File: config.mk
export PLATFORM = sky130hd
export DESIGN_NAME = sequence_gap_nack_receiver
export DESIGN_NICKNAME = d
export VERILOG_FILES = /design/src/hw/rtl/snr_pkg.sv /design/src/hw/rtl/snr_fifo.sv /design/src/hw/rtl/snr_div.sv /design/src/hw/rtl/snr_front.sv /design/src/hw/rtl/snr_back.sv /design/src/hw/rtl/sequence_gap_nack_receiver.sv
export SDC_FILE = /design/constraint.sdc
export NUM_CORES = 1
export LEC_CHECK = 0
export BUFFER_PORTS_ARGS = -buffer_cell sky130_fd_sc_hd__buf_2
export CAP_MARGIN = 20
export CORE_ASPECT_RATIO = 0.6
export CORE_MARGIN = 4
export CORE_UTILIZATION = 50
export CTS_CLUSTER_SIZE = 8
export DETAILED_ROUTE_END_ITERATION = 7
export GPL_TIMING_DRIVEN = 0
export PLACE_DENSITY = 0.68
export SYNTH_ARGS = -nofsm -noshare
export SYNTH_HDL_FRONTEND = slang
export SYNTH_SLANG_ARGS = --single-unit
File: constraint.sdc
create_clock -name clk -period 5.85 [get_ports clk]
set_clock_uncertainty 0.05 [all_clocks]
set_input_delay 1.755 -clock clk [delete_from_list [all_inputs] [get_ports clk]]
set_output_delay 1.755 -clock clk [all_outputs]
set_load 0.03 [all_outputs]
File: src/hw/rtl/snr_pkg.sv
// Shared types and constants for the sequence gap NACK receiver.
// Result kinds, header function codes and front-to-back command codes.
// No dependencies.
`timescale 1ns / 1ps

package snr_pkg;

  localparam int SEQ_BITS_DEF   = 16;
  localparam int CMDQ_DEPTH_DEF = 4;
  localparam int OUTQ_DEPTH_DEF = 4;
  localparam int KIND_W         = 3;
  localparam int OP_W           = 3;
  localparam int DIV_TENTHS     = 10;
  localparam int DONE_VALUE     = 100;

  typedef enum logic [KIND_W-1:0] {
    KIND_STORE   = 3'd0,
    KIND_RETX    = 3'd1,
    KIND_PROG    = 3'd2,
    KIND_DONE    = 3'd3,
    KIND_BADLEN  = 3'd4,
    KIND_OVERLAP = 3'd5,
    KIND_UNKNOWN = 3'd6
  } kind_t;

  typedef enum logic [1:0] {
    FUNC_START = 2'd0,
    FUNC_DATA  = 2'd1
  } func_t;

  typedef enum logic [OP_W-1:0] {
    OP_BADLEN  = 3'd0,
    OP_UNKNOWN = 3'd1,
    OP_START   = 3'd2,
    OP_LATE    = 3'd3,
    OP_DATA    = 3'd4
  } cmd_op_t;

endpackage

File: src/hw/rtl/snr_fifo.sv
// Small register queue with full/empty flags, used between stages.
// Generic width and depth; no package dependency.
`timescale 1ns / 1ps

module snr_fifo #(
  parameter int WIDTH = 8,
  parameter int DEPTH = 4
) (
  input  logic             clk,
  input  logic             rst_n,
  input  logic             push,
  input  logic [WIDTH-1:0] wr_data,
  output logic             full,
  input  logic             pop,
  output logic [WIDTH-1:0] rd_data,
  output logic             empty
);

  localparam int AW = (DEPTH > 1) ? $clog2(DEPTH) : 1;
  localparam int CW = $clog2(DEPTH + 1);

  logic [WIDTH-1:0] mem_r [DEPTH];
  logic [AW-1:0]    wr_ptr_r;
  logic [AW-1:0]    rd_ptr_r;
  logic [CW-1:0]    count_r;
  logic             do_push;
  logic             do_pop;

  assign full    = (count_r == CW'(DEPTH));
  assign empty   = (count_r == '0);
  assign do_push = push && !full;
  assign do_pop  = pop && !empty;
  assign rd_data = mem_r[rd_ptr_r];

  always_ff @(posedge clk) begin
    if (!rst_n) begin
      wr_ptr_r <= '0;
      rd_ptr_r <= '0;
      count_r  <= '0;
    end else begin
      if (do_push) begin
        wr_ptr_r <= (wr_ptr_r == AW'(DEPTH - 1)) ? '0 : wr_ptr_r + 1'b1;
      end
      if (do_pop) begin
        rd_ptr_r <= (rd_ptr_r == AW'(DEPTH - 1)) ? '0 : rd_ptr_r + 1'b1;
      end
      if (do_push && !do_pop) begin
        count_r <= count_r + 1'b1;
      end else if (do_pop && !do_push) begin
        count_r <= count_r - 1'b1;
      end
    end
  end

  always_ff @(posedge clk) begin
    if (do_push) begin
      mem_r[wr_ptr_r] <= wr_data;
    end
  end

endmodule

File: src/hw/rtl/snr_div.sv
// Restoring divider, one quotient bit per cycle.
// Used by the back end for progress checks; no package dependency.
`timescale 1ns / 1ps

module snr_div #(
  parameter int DW = 17,
  parameter int VW = 16
) (
  input  logic          clk,
  input  logic          rst_n,
  input  logic          start,
  input  logic [DW-1:0] dividend,
  input  logic [VW-1:0] divisor,
  output logic          done,
  output logic [DW-1:0] quotient,
  output logic [VW-1:0] remainder
);

  localparam int NW = $clog2(DW + 1);

  logic [DW-1:0] q_r;
  logic [VW-1:0] rem_r;
  logic [VW-1:0] dvs_r;
  logic [NW-1:0] cnt_r;
  logic          busy_r;
  logic          done_r;
  logic [VW:0]   trial;
  logic [VW:0]   diff;
  logic          ge;

  assign trial     = {rem_r, q_r[DW-1]};
  assign diff      = trial - {1'b0, dvs_r};
  assign ge        = (trial >= {1'b0, dvs_r});
  assign done      = done_r;
  assign quotient  = q_r;
  assign remainder = rem_r;

  always_ff @(posedge clk) begin
    if (!rst_n) begin
      busy_r <= 1'b0;
      done_r <= 1'b0;
      cnt_r  <= '0;
    end else begin
      done_r <= 1'b0;
      if (start) begin
        busy_r <= 1'b1;
        cnt_r  <= NW'(DW);
      end else if (busy_r) begin
        cnt_r <= cnt_r - 1'b1;
        if (cnt_r == NW'(1)) begin
          busy_r <= 1'b0;
          done_r <= 1'b1;
        end
      end
    end
  end

  always_ff @(posedge clk) begin
    if (start) begin
      q_r   <= dividend;
      rem_r <= '0;
      dvs_r <= divisor;
    end else if (busy_r) begin
      rem_r <= ge ? diff[VW-1:0] : trial[VW-1:0];
      q_r   <= {q_r[DW-2:0], ge};
    end
  end

endmodule

File: src/hw/rtl/snr_front.sv
// Front end: classifies each accepted header and tracks next expected sequence.
// Emits one command per header into the command queue. Uses snr_pkg.
`timescale 1ns / 1ps

module snr_front #(
  parameter int SEQ_BITS = 16,
  parameter int CMD_W    = snr_pkg::OP_W + 1 + 2 * SEQ_BITS
) (
  input  logic                clk,
  input  logic                rst_n,
  input  logic                in_push,
  input  logic [1:0]          in_func,
  input  logic [SEQ_BITS-1:0] in_seq_number,
  input  logic                in_length_valid,
  input  logic                q_full,
  output logic                q_push,
  output logic [CMD_W-1:0]    q_data
);

  import snr_pkg::*;

  logic [SEQ_BITS:0]   next_r;
  logic [SEQ_BITS:0]   next_nxt;
  logic [SEQ_BITS:0]   seq_ext;
  cmd_op_t             op;
  logic                flag;

  assign seq_ext = {1'b0, in_seq_number};
  assign q_push  = in_push && !q_full;
  assign q_data  = {op, flag, in_seq_number, next_r[SEQ_BITS-1:0]};

  always_comb begin
    op       = OP_BADLEN;
    flag     = 1'b0;
    next_nxt = next_r;
    if (in_length_valid) begin
      unique case (func_t'(in_func))
        FUNC_START: begin
          op       = OP_START;
          flag     = (next_r != '0);
          next_nxt = '0;
        end
        FUNC_DATA: begin
          if (seq_ext < next_r) begin
            op = OP_LATE;
          end else begin
            op       = OP_DATA;
            flag     = (seq_ext != next_r);
            next_nxt = seq_ext + (SEQ_BITS + 1)'(1);
          end
        end
        default: begin
          op = OP_UNKNOWN;
        end
      endcase
    end
  end

  always_ff @(posedge clk) begin
    if (!rst_n) begin
      next_r <= '0;
    end else if (q_push) begin
      next_r <= next_nxt;
    end
  end

endmodule

File: src/hw/rtl/snr_back.sv
// Back end: executes queued commands and pushes result records to the output queue.
// Holds total and tenth step; drives the divider for progress checks. Uses snr_pkg.
`timescale 1ns / 1ps

module snr_back #(
  parameter int SEQ_BITS = 16,
  parameter int CMD_W    = snr_pkg::OP_W + 1 + 2 * SEQ_BITS,
  parameter int RES_W    = snr_pkg::KIND_W + 2 * SEQ_BITS + 1
) (
  input  logic                clk,
  input  logic                rst_n,
  input  logic                cmd_empty,
  input  logic [CMD_W-1:0]    cmd_data,
  output logic                cmd_pop,
  output logic                div_start,
  output logic [SEQ_BITS:0]   div_dividend,
  output logic [SEQ_BITS-1:0] div_divisor,
  input  logic                div_done,
  input  logic [SEQ_BITS:0]   div_quot,
  input  logic [SEQ_BITS-1:0] div_rem,
  input  logic                res_full,
  output logic                res_push,
  output logic [RES_W-1:0]    res_data
);

  import snr_pkg::*;

  localparam int TENTH_SHIFT = SEQ_BITS + 3;
  localparam longint unsigned TENTH_RECIP =
    ((64'd1 << TENTH_SHIFT) + 64'(DIV_TENTHS - 1)) / 64'(DIV_TENTHS);
  localparam logic [SEQ_BITS-1:0] TENTH_RECIP_W = SEQ_BITS'(TENTH_RECIP);

  typedef enum logic [1:0] {
    S_IDLE,
    S_DIV,
    S_EMIT
  } state_t;

  state_t              state_r, state_nxt;
  logic [SEQ_BITS-1:0] total_r, total_nxt;
  logic [SEQ_BITS-1:0] step_r, step_nxt;
  kind_t               kind_r [3];
  kind_t               kind_nxt [3];
  logic [SEQ_BITS-1:0] val_r [3];
  logic [SEQ_BITS-1:0] val_nxt [3];
  logic [SEQ_BITS-1:0] end_r [3];
  logic [SEQ_BITS-1:0] end_nxt [3];
  logic [1:0]          cnt_r, cnt_nxt;
  logic [1:0]          idx_r, idx_nxt;

  cmd_op_t             c_op;
  logic                c_flag;
  logic [SEQ_BITS-1:0] c_seq;
  logic [SEQ_BITS-1:0] c_prev;
  logic [SEQ_BITS:0]   data_next;
  logic [1:0]          n;
  logic [2*SEQ_BITS-1:0] tenth_prod;
  logic [SEQ_BITS-1:0] tenth_q;

  assign c_op       = cmd_op_t'(cmd_data[CMD_W-1 -: OP_W]);
  assign c_flag     = cmd_data[2*SEQ_BITS];
  assign c_seq      = cmd_data[2*SEQ_BITS-1:SEQ_BITS];
  assign c_prev     = cmd_data[SEQ_BITS-1:0];
  assign data_next  = {1'b0, c_seq} + (SEQ_BITS + 1)'(1);
  assign tenth_prod = {SEQ_BITS'(0), c_seq} * {SEQ_BITS'(0), TENTH_RECIP_W};
  assign tenth_q    = SEQ_BITS'(tenth_prod >> TENTH_SHIFT);
  assign res_data   = {kind_r[idx_r], val_r[idx_r], end_r[idx_r], (idx_r == cnt_r - 2'd1)};

  always_comb begin
    state_nxt      = state_r;
    total_nxt      = total_r;
    step_nxt       = step_r;
    kind_nxt       = kind_r;
    val_nxt        = val_r;
    end_nxt        = end_r;
    cnt_nxt        = cnt_r;
    idx_nxt        = idx_r;
    n              = '0;
    cmd_pop        = 1'b0;
    res_push       = 1'b0;
    div_start      = 1'b0;
    div_dividend   = '0;
    div_divisor    = '0;
    unique case (state_r)
      S_IDLE: begin
        if (!cmd_empty) begin
          cmd_pop    = 1'b1;
          idx_nxt    = '0;
          val_nxt[0] = '0;
          end_nxt[0] = '0;
          cnt_nxt    = 2'd1;
          state_nxt  = S_EMIT;
          case (c_op)
            OP_BADLEN: begin
              kind_nxt[0] = KIND_BADLEN;
            end
            OP_UNKNOWN: begin
              kind_nxt[0] = KIND_UNKNOWN;
            end
            OP_LATE: begin
              kind_nxt[0] = KIND_STORE;
              val_nxt[0]  = c_seq;
            end
            OP_START: begin
              kind_nxt[0] = KIND_OVERLAP;
              cnt_nxt     = c_flag ? 2'd1 : 2'd0;
              total_nxt   = c_seq;
              step_nxt    = tenth_q;
              state_nxt   = c_flag ? S_EMIT : S_IDLE;
            end
            OP_DATA: begin
              if (c_flag) begin
                kind_nxt[0] = KIND_RETX;
                val_nxt[0]  = c_prev;
                end_nxt[0]  = c_seq - SEQ_BITS'(1);
                n           = 2'd1;
              end
              kind_nxt[n] = KIND_STORE;
              val_nxt[n]  = c_seq;
              end_nxt[n]  = '0;
              n           = n + 2'd1;
              if (data_next >= {1'b0, total_r}) begin
                kind_nxt[n] = KIND_DONE;
                val_nxt[n]  = SEQ_BITS'(DONE_VALUE);
                end_nxt[n]  = '0;
                n           = n + 2'd1;
              end else if (step_r != '0) begin
                div_start    = 1'b1;
                div_dividend = data_next;
                div_divisor  = step_r;
                state_nxt    = S_DIV;
              end
              cnt_nxt = n;
            end
            default: begin
              kind_nxt[0] = KIND_UNKNOWN;
            end
          endcase
        end
      end
      S_DIV: begin
        if (div_done) begin
          if (div_rem == '0) begin
            kind_nxt[cnt_r] = KIND_PROG;
            val_nxt[cnt_r]  = div_quot[SEQ_BITS-1:0];
            end_nxt[cnt_r]  = '0;
            cnt_nxt         = cnt_r + 2'd1;
          end
          state_nxt = S_EMIT;
        end
      end
      S_EMIT: begin
        res_push = !res_full;
        if (!res_full) begin
          idx_nxt = idx_r + 2'd1;
          if (idx_r == cnt_r - 2'd1) begin
            state_nxt = S_IDLE;
          end
        end
      end
      default: begin
        state_nxt = S_IDLE;
      end
    endcase
  end

  always_ff @(posedge clk) begin
    if (!rst_n) begin
      state_r <= S_IDLE;
      total_r <= '0;
      step_r  <= '0;
      cnt_r   <= '0;
      idx_r   <= '0;
    end else begin
      state_r <= state_nxt;
      total_r <= total_nxt;
      step_r  <= step_nxt;
      cnt_r   <= cnt_nxt;
      idx_r   <= idx_nxt;
    end
    kind_r <= kind_nxt;
    val_r  <= val_nxt;
    end_r  <= end_nxt;
  end

endmodule

File: src/hw/rtl/sequence_gap_nack_receiver.sv
// Top level of the sequence gap NACK receiver.
// Instantiates snr_front, snr_fifo, snr_back and snr_div; uses snr_pkg.
//
// Usage:
//   Headers enter as a queue push: in_func, in_seq_number, in_length_valid
//   transfer when in_push is high and in_full is low.
//   Results leave as a queue pop: the oldest result sits on out_kind, out_value,
//   out_range_end, out_last_result while out_empty is low; it transfers when
//   out_pop is high. out_last_result marks the final result of one header.
//   The front classifies a header in its accept cycle and queues a command.
//   The back takes one command at a time: it pops the command, then writes its
//   results to the output queue in order, holding while that queue is full; the
//   first result passes through the command queue and the back end's result
//   registers before the output queue. A data header that needs a progress check
//   also waits on the bit-serial divider before its results are written.
//   A start header sets the tenth step in the cycle it is taken.
//   Reset empties both queues and clears counters to zero.
//   When out_pop stays low the output queue fills, the back end holds, then
//   the command queue fills and in_full rises; nothing is dropped.
`timescale 1ns / 1ps

module sequence_gap_nack_receiver #(
  parameter int SEQ_BITS   = snr_pkg::SEQ_BITS_DEF,
  parameter int CMDQ_DEPTH = snr_pkg::CMDQ_DEPTH_DEF,
  parameter int OUTQ_DEPTH = snr_pkg::OUTQ_DEPTH_DEF
) (
  input  logic                clk,
  input  logic                rst_n,
  input  logic                in_push,
  output logic                in_full,
  input  logic [1:0]          in_func,
  input  logic [SEQ_BITS-1:0] in_seq_number,
  input  logic                in_length_valid,
  output logic                out_empty,
  input  logic                out_pop,
  output logic [2:0]          out_kind,
  output logic [SEQ_BITS-1:0] out_value,
  output logic [SEQ_BITS-1:0] out_range_end,
  output logic                out_last_result
);

  import snr_pkg::*;

  localparam int CMD_W = OP_W + 1 + 2 * SEQ_BITS;
  localparam int RES_W = KIND_W + 2 * SEQ_BITS + 1;

  logic                cmd_push;
  logic [CMD_W-1:0]    cmd_wr;
  logic                cmd_full;
  logic                cmd_pop;
  logic [CMD_W-1:0]    cmd_rd;
  logic                cmd_empty;
  logic                div_start;
  logic [SEQ_BITS:0]   div_dividend;
  logic [SEQ_BITS-1:0] div_divisor;
  logic                div_done;
  logic [SEQ_BITS:0]   div_quot;
  logic [SEQ_BITS-1:0] div_rem;
  logic                res_push;
  logic [RES_W-1:0]    res_wr;
  logic                res_full;
  logic [RES_W-1:0]    res_rd;

  assign in_full = cmd_full;
  assign {out_kind, out_value, out_range_end, out_last_result} = res_rd;

  snr_front #(
    .SEQ_BITS (SEQ_BITS),
    .CMD_W    (CMD_W)
  ) u_front (
    .clk             (clk),
    .rst_n           (rst_n),
    .in_push         (in_push),
    .in_func         (in_func),
    .in_seq_number   (in_seq_number),
    .in_length_valid (in_length_valid),
    .q_full          (cmd_full),
    .q_push          (cmd_push),
    .q_data          (cmd_wr)
  );

  snr_fifo #(
    .WIDTH (CMD_W),
    .DEPTH (CMDQ_DEPTH)
  ) u_cmdq (
    .clk     (clk),
    .rst_n   (rst_n),
    .push    (cmd_push),
    .wr_data (cmd_wr),
    .full    (cmd_full),
    .pop     (cmd_pop),
    .rd_data (cmd_rd),
    .empty   (cmd_empty)
  );

  snr_back #(
    .SEQ_BITS (SEQ_BITS),
    .CMD_W    (CMD_W),
    .RES_W    (RES_W)
  ) u_back (
    .clk          (clk),
    .rst_n        (rst_n),
    .cmd_empty    (cmd_empty),
    .cmd_data     (cmd_rd),
    .cmd_pop      (cmd_pop),
    .div_start    (div_start),
    .div_dividend (div_dividend),
    .div_divisor  (div_divisor),
    .div_done     (div_done),
    .div_quot     (div_quot),
    .div_rem      (div_rem),
    .res_full     (res_full),
    .res_push     (res_push),
    .res_data     (res_wr)
  );

  snr_div #(
    .DW (SEQ_BITS + 1),
    .VW (SEQ_BITS)
  ) u_div (
    .clk       (clk),
    .rst_n     (rst_n),
    .start     (div_start),
    .dividend  (div_dividend),
    .divisor   (div_divisor),
    .done      (div_done),
    .quotient  (div_quot),
    .remainder (div_rem)
  );

  snr_fifo #(
    .WIDTH (RES_W),
    .DEPTH (OUTQ_DEPTH)
  ) u_outq (
    .clk     (clk),
    .rst_n   (rst_n),
    .push    (res_push),
    .wr_data (res_wr),
    .full    (res_full),
    .pop     (out_pop),
    .rd_data (res_rd),
    .empty   (out_empty)
  );

endmodule

==> flow_summary.json, run 1 <==
{
  "outcome": "complete, but fails checks",
  "violations": "setup timing",
  "unrepaired_setup_endpoints_after_global_routing": "true",
  "synth.yosys.seq_area_share_pct": 51.9,
  "detail_route.drc_violations": 0,
  "grtUsageMet3_pct": 7.71,
  "critical_path.max_fanout": 7,
  "yosysWarnings": 0,
  "dp_hpwl_um": 53900,
  "critical_path.cell_chain": "buf_12 -> buf_12 -> mux4_2 -> clkbuf_16 -> inv_8 -> ha_4 -> xor2_1 -> ha_2 -> fa_1 -> fa_1 -> fa_1 -> inv_1 -> fa_1 -> inv_2 -> ha_4 -> and4_4 -> nand2_4 -> or3_4 -> nor4bb_4 -> a311oi_2 -> or4b_1 -> nand3_1",
  "synth.net_count": 2615,
  "fin_nets": 2846,
  "dominantRegCellSynth": "edfxtp_1",
  "ioPinCount": 61,
  "rrSetupSlack_ns": -0.52,
  "final_critical_delay_including_setup_and_external_delays_ns": 6.37,
  "number_of_clock_buffers_inserted_by_tritoncts": 74,
  "worst_hold_slack_ns": 0.412,
  "buffer_ports.inserted": 60,
  "critPathKind": "flop to flop",
  "detailedRoute.firstPassIterationCount": 8,
  "arrival_ns": 6.86,
  "grt_util_met2_pct": 35.6,
  "critical-path-top-cell-by-count": "fa_1",
  "cts_max_path_buffers": 3,
  "floorplan.initialDensity_pct": 51.2,
  "setup_violations": 12,
  "drive_above_1_share_pct": 18.4,
  "layout_commonest_cell": "edfxtp_1",
  "cp.required_ns": 6.34,
  "async_reset_ff_share_pct": 0,
  "initialDrtViolationCount": 2019,
  "clock_latency_ns": 0.61,
  "syn-instance-count": 2300,
  "critical-path-max-stage-delay_ns": 0.56,
  "layout_common_cells": "edfxtp_1 (423), inv_1 (221), nand2_1 (177), ha_1 (168), nor2_1 (125)",
  "areaGrowthSynthToFinish_pct": 19.4,
  "syn_avg_cell_area_um2": 12.2,
  "max_cap_violations": 0,
  "post_synth_instance_area_um2": 28100,
  "grtUsageMet1_pct": 37.2,
  "routed_wirelength_um": 74800,
  "floorplan.die.width_um": 314,
  "synth_enable_flop_cells": 423,
  "fin_ws_ns": -0.520,
  "fmax_ghz": 0.157,
  "hold_path_class": "flop to flop",
  "first_global_vias": 19200,
  "grt_first_pass_wirelength_um": 114000,
  "wire_per_inst_um": 22.4,
  "timing.slew.headroom_pct": 33.2,
  "timing_hold_violations_final": 0,
  "most_used_routing_layer": "met1",
  "cts.root.buffer_cell": "clkbuf_16",
  "timing_worst_slew_pin_value_ns": 1.00,
  "die_h_um": 192,
  "dr_total_vias": 19400,
  "gpl.final_weighted_congestion": 0.940,
  "post_synth_num_cell_types": 64,
  "cts_max_level": 3,
  "grt_max_degree": 30,
  "crit_path_slowest_cell": "fa_1",
  "clk_pin_slew_worst_setup_hold_paths_ns": 0.05,
  "std_cell_rows": 66,
  "grtUsageTotal_pct": 25.1,
  "core_area_um2": 54800,
  "dieArea_um2": 60100,
  "tritoncts_num_sinks": 516,
  "worstSetupStartpointType": "flop",
  "detailed_route_vias_per_instance": 5.81,
  "crit_path_end_kind": "flop",
  "ys_ff_latch": 516,
  "drt.antenna.violating_nets": 0,
  "gr-total-overflow": 0,
  "cts_tree": "yes",
  "final_max_slew_viol_count": 0,
  "grt_antenna_before_repair": 1,
  "min_period_over_period_pct": 109
}
==> synth_stat cells (all sizes together), types with 3 or more instances <==
library cell	n	area, um^2
inv	256	961
nand2b	12	75.1
o21a	12	90.1
a21boi	29	218
or3	12	75.1
xor2	26	228
nand2	179	672
a211oi	9	67.6
nand3	51	255
o31a	4	35.0
o21bai	6	45.0
and2	31	194
and3	17	106
a21oi	90	454
mux2i	58	581
a311oi	4	35.0
xnor2	49	429
a31oi	21	131
a21o	19	143
dfxtp	93	1860
nor4	10	62.6
fa	81	1620
and4	5	43.8
clkbuf	71	267
nor4b	3	26.3
a32oi	4	35.0
a221oi	15	131
buf	23	111
edfxtp	423	12700
nor2	126	473
mux4	71	1600
a22o	13	114
o31ai	8	60.1
nand4	16	100
nand3b	3	22.5
nand4b	4	35.0
nor2b	71	444
o21ai	119	596
nor3	21	105
ha	211	2640
==> worst max-delay path, delay by kind of cell (launching register included) <==
| family | cells | cell delay (ns) |
|---|---|---|
| adders and majority gates | 7 | 2.85 |
| and+or+nand+nor | 6 | 1.64 |
| buffers and inverters | 6 | 0.64 |
| muxes | 1 | 0.51 |
| DFF | 1 | 0.34 |
| xor gates and xnor gates | 1 | 0.16 |
| AOI/OAI and AO/OA | 1 | 0.11 |
==> per-layer routing <==
metal	vias to the layer above	share of wire (%)
met5	-	0
met4	0	2.6
met3	130	11
met2	873	42
met1	9645	45
li1	8722	-
==> logic make-up (layout without fill, tap and decap cells) <==
kind of cell	Yosys count	count (layout)	synth area share, %
mux	130	130	7.81
compound gates	365	365	8.14
flops	516	516	51.9
xor+xnor	75	75	2.34
simple gates	570	570	9.84
other cells	0	1	0
fa+ha+maj	292	292	15.2
buf+inv	352	637	4.80
==> metrics by stage <==
stage / setup slack [ns] / instance area, um^2 / TNS (ns) / utilization, % / instances
4_1_cts: -0.426 / 33300 / -3.62 / 60.7 / 3326
5_1_grt: -0.668 / 33500 / -6.66 / 61.1 / 3334
2_1_floorplan: -0.172 / 28300 / -0.219 / - / 2300
6_report: -0.520 / 33500 / -4.46 / 61.1 / 3334
3_3_place_gp: -1.56 / 29600 / -138.24 / 53.9 / 3108
3_5_place_dp: -1.57 / 29800 / -139.05 / 54.3 / 3119
==> area by class of cell <==
class	instances	area (um^2)
antenna	1	2.50
buffer	92	543
clock buffer	123	2060
clock inverter	7	123
fill	4214	21300
inverter	258	1020
multi-input combinational	1432	13000
sequential	516	14600
tap	748	936
timing repair buffer	157	1230
==> registers in the layout, summed over array words and instances, names as in the netlist, 3 cells and up, named ones only <==
| register | cells |
|---|---|
| u_back.end_r | 48 |
| u_back.kind_r | 9 |
| u_back.step_r | 13 |
| u_back.total_r | 16 |
| u_back.val_r | 48 |
| u_cmdq.count_r | 3 |
| u_cmdq.mem_r | 144 |
| u_div.cnt_r | 5 |
| u_div.dvs_r | 13 |
| u_div.quotient | 17 |
| u_div.remainder | 16 |
| u_front.next_r | 17 |
| u_outq.count_r | 3 |
| u_outq.mem_r | 144 |
==> worst paths after layout <==
check,from,endpoint,depth (start not counted)
worst max-delay path,flop,u_back.step_r[7]$_SDFFE_PN0P_,22
worst min-delay path,u_back.total_r[6]$_SDFFE_PN0P_,u_back.total_r[6]$_SDFFE_PN0P_,2
worst max register to register,flop,u_back.step_r[7]$_SDFFE_PN0P_,22
worst min register to register,u_back.total_r[6]$_SDFFE_PN0P_,u_back.total_r[6]$_SDFFE_PN0P_,2
==> repair_timing <==
| item | CTS | global route |
|---|---|---|
| hold buffers | 0 | 0 |
| gates cloned | 1 | 0 |
| pin swaps | 75 | 40 |
| buffers inserted | 78 | 8 |
| resized for setup | 147 | 41 |
| setup endpoints to repair | 205 | 83 |
Power of run 1 is not shown: default switching activity piles up to over one toggle a cycle in this logic, so the estimate is an artifact.
==> inputs of run 2 (changes only) <==
--- a/config.mk
+++ b/config.mk
@@ -9,11 +9,11 @@
 export CAP_MARGIN = 20
 export CORE_ASPECT_RATIO = 0.6
 export CORE_MARGIN = 4
-export CORE_UTILIZATION = 50
+export CORE_UTILIZATION = 35
 export CTS_CLUSTER_SIZE = 8
 export DETAILED_ROUTE_END_ITERATION = 7
 export GPL_TIMING_DRIVEN = 0
-export PLACE_DENSITY = 0.68
+export REMOVE_ABC_BUFFERS = 1
 export SYNTH_ARGS = -nofsm -noshare
 export SYNTH_HDL_FRONTEND = slang
 export SYNTH_SLANG_ARGS = --single-unit
==> run 2 against run 1 <==
The run still ends with setup timing left; largest cell class unchanged; sequential share of layout area shrank 0.81 points; wire length grew 2.3%; via count shrank 1.1%; global-route usage shrank 7.2 points; count of clock-buffer cells in the layout shrank 4; die area grew 41%; final area grew 2.0%; critical endpoint unchanged; utilization shrank 18 points; first-iteration DRC count shrank 9.5%; sequential cell count is the same; critical path depth grew 3; setup slack lost 0.084 ns.
==> flow_summary.json, run 2 (synthesis gave the netlist of run 1 again) <==
{
  "areaGrowthSynthToFinish_pct": 21.7,
  "clock_latency_ns": 0.62,
  "floorplan.initialDensity_pct": 35.3,
  "gpl.final_weighted_congestion": 0.944,
  "cts_max_path_buffers": 3,
  "antennaDiodeCount": 0,
  "reg_top3": "u_cmdq.mem_r x144, u_outq.mem_r x144",
  "arrival_ns": 6.96,
  "timing_hold_violations_final": 0,
  "routed_wirelength_um": 76500,
  "grt_first_pass_wirelength_um": 117000,
  "setup_violations": 13,
  "final_max_slew_viol_count": 0,
  "worst_hold_slack_ns": 0.420,
  "drt.antenna.violating_nets": 0,
  "die_h_um": 227,
  "detailed_place.area_um2": 30000,
  "cts_hold_buf": 0,
  "final_critical_delay_including_setup_and_external_delays_ns": 6.45,
  "timing_worst_slew_pin_value_ns": 1.04,
  "dieArea_um2": 84900,
  "grt_antenna_before_repair": 0,
  "worstSetupStartpointType": "flop",
  "fin_setup_tns_ns": -5.99,
  "outcome": "complete, but fails checks",
  "ioPinCount": 61,
  "place.detailed.instances": 3364,
  "grtUsageTotal_pct": 17.9,
  "critPathKind": "flop to flop",
  "first_global_vias": 19100,
  "clk_pin_slew_worst_setup_hold_paths_ns": 0.05,
  "detailed_route_vias_per_instance": 5.30,
  "drive_above_1_share_pct": 20.2,
  "floorplan.die.width_um": 374,
  "number_of_clock_buffers_inserted_by_tritoncts": 74,
  "tritoncts_num_sinks": 516,
  "dr_total_vias": 19200,
  "grt_max_degree": 55,
  "timing.slew.headroom_pct": 30.0,
  "max_cap_violations": 0,
  "cts.root.buffer_cell": "clkbuf_16",
  "gr-total-overflow": 0,
  "unrepaired_setup_endpoints_after_global_routing": "true",
  "layout_common_cells": "edfxtp_1 (423), inv_1 (224), nand2_1 (178), ha_1 (175), nor2_1 (122)",
  "finalNonFillerCells": 3615,
  "initialDrtViolationCount": 1827,
  "fin_ws_ns": -0.604,
  "hold_start": "u_back.total_r[2]$_SDFFE_PN0P_",
  "critical_path.max_fanout": 4,
  "crit_path_end_kind": "flop",
  "fmax_ghz": 0.155,
  "hold_path_class": "flop to flop",
  "wire_per_inst_um": 21.2,
  "layout_commonest_cell": "edfxtp_1",
  "violations": "setup timing",
  "min_period_over_period_pct": 110,
  "std_cell_rows": 80,
  "buffer_ports.inserted": 60,
  "cts_max_level": 3,
  "dp_hpwl_um": 52000,
  "stdcell_area_um2": 34200,
  "detail_route.drc_violations": 0,
  "core_area_um2": 79500,
  "cts_tree": "yes",
  "fin_nets": 2814,
  "cp.required_ns": 6.35,
  "detailedRoute.firstPassIterationCount": 6
}
==> run 2: timing repair <==
action,in CTS,in global routing
setup buffers,116,9
pin swaps,63,36
gates cloned,3,0
endpoints found under the setup margin,176,65
gates resized for setup,154,39
hold endpoints to repair,0,0
==> run 2: area by class of cell <==
type | count | area, um^2
inverters | 258 | 1020
repair inverters | 1 | 5.00
clock buffers | 119 | 2040
flip-flops and latches | 516 | 14600
repair buffers | 216 | 2120
well taps | 1066 | 1330
clock inverters | 7 | 130
fillers | 7211 | 45300
multi-input cells | 1432 | 12900
==> run 2: through the flow <==
step	setup WS, ns	util [%]
after floorplan	-2.46	-
after detailed placement	-2.23	37.7
after global placement	-7.31	36.9
after global routing	-0.848	43.0
final	-0.604	43.0
after CTS	-0.543	42.7
==> run 2: path summary, 6_finish.rpt <==
kind / cells past startpoint / slack [ns] / to
max: 25 / -0.60 / u_back.step_r[7]$_SDFFE_PN0P_
min: 2 / 0.42 / u_back.total_r[2]$_SDFFE_PN0P_
max reg2reg: 25 / -0.60 / u_back.step_r[7]$_SDFFE_PN0P_
min reg2reg: 2 / 0.42 / u_back.total_r[2]$_SDFFE_PN0P_
==> run 2: routing by layer <==
layer / global-route usage (%) / share of wire (%) / vias up
met2: 24.5 / 40 / 846
met5: 0 / 0 / -
met4: 4.03 / 1.9 / 0
li1: - / - / 8638
met1: 27.6 / 48 / 9554
met3: 5.28 / 11 / 117
==> run 2: critical path, stage by stage, from the launching register on <==
cell,delay [ns]
dfxtp_4,0.38
buf_12,0.12
buf_6,0.09
buf_6,0.09
mux4_2,0.58
buf_12,0.19
clkinv_8,0.05
ha_4,0.21
buf_4,0.15
ha_4,0.25
inv_1,0.05
fa_1,0.51
inv_2,0.05
fa_1,0.50
fa_1,0.54
inv_1,0.05
fa_1,0.54
inv_2,0.05
ha_4,0.25
and4_4,0.24
nand2_4,0.07
or3_4,0.37
nor4bb_4,0.31
a311oi_2,0.09
or4b_1,0.49
nand3_1,0.08
Power of run 2 is left out for the same reason.
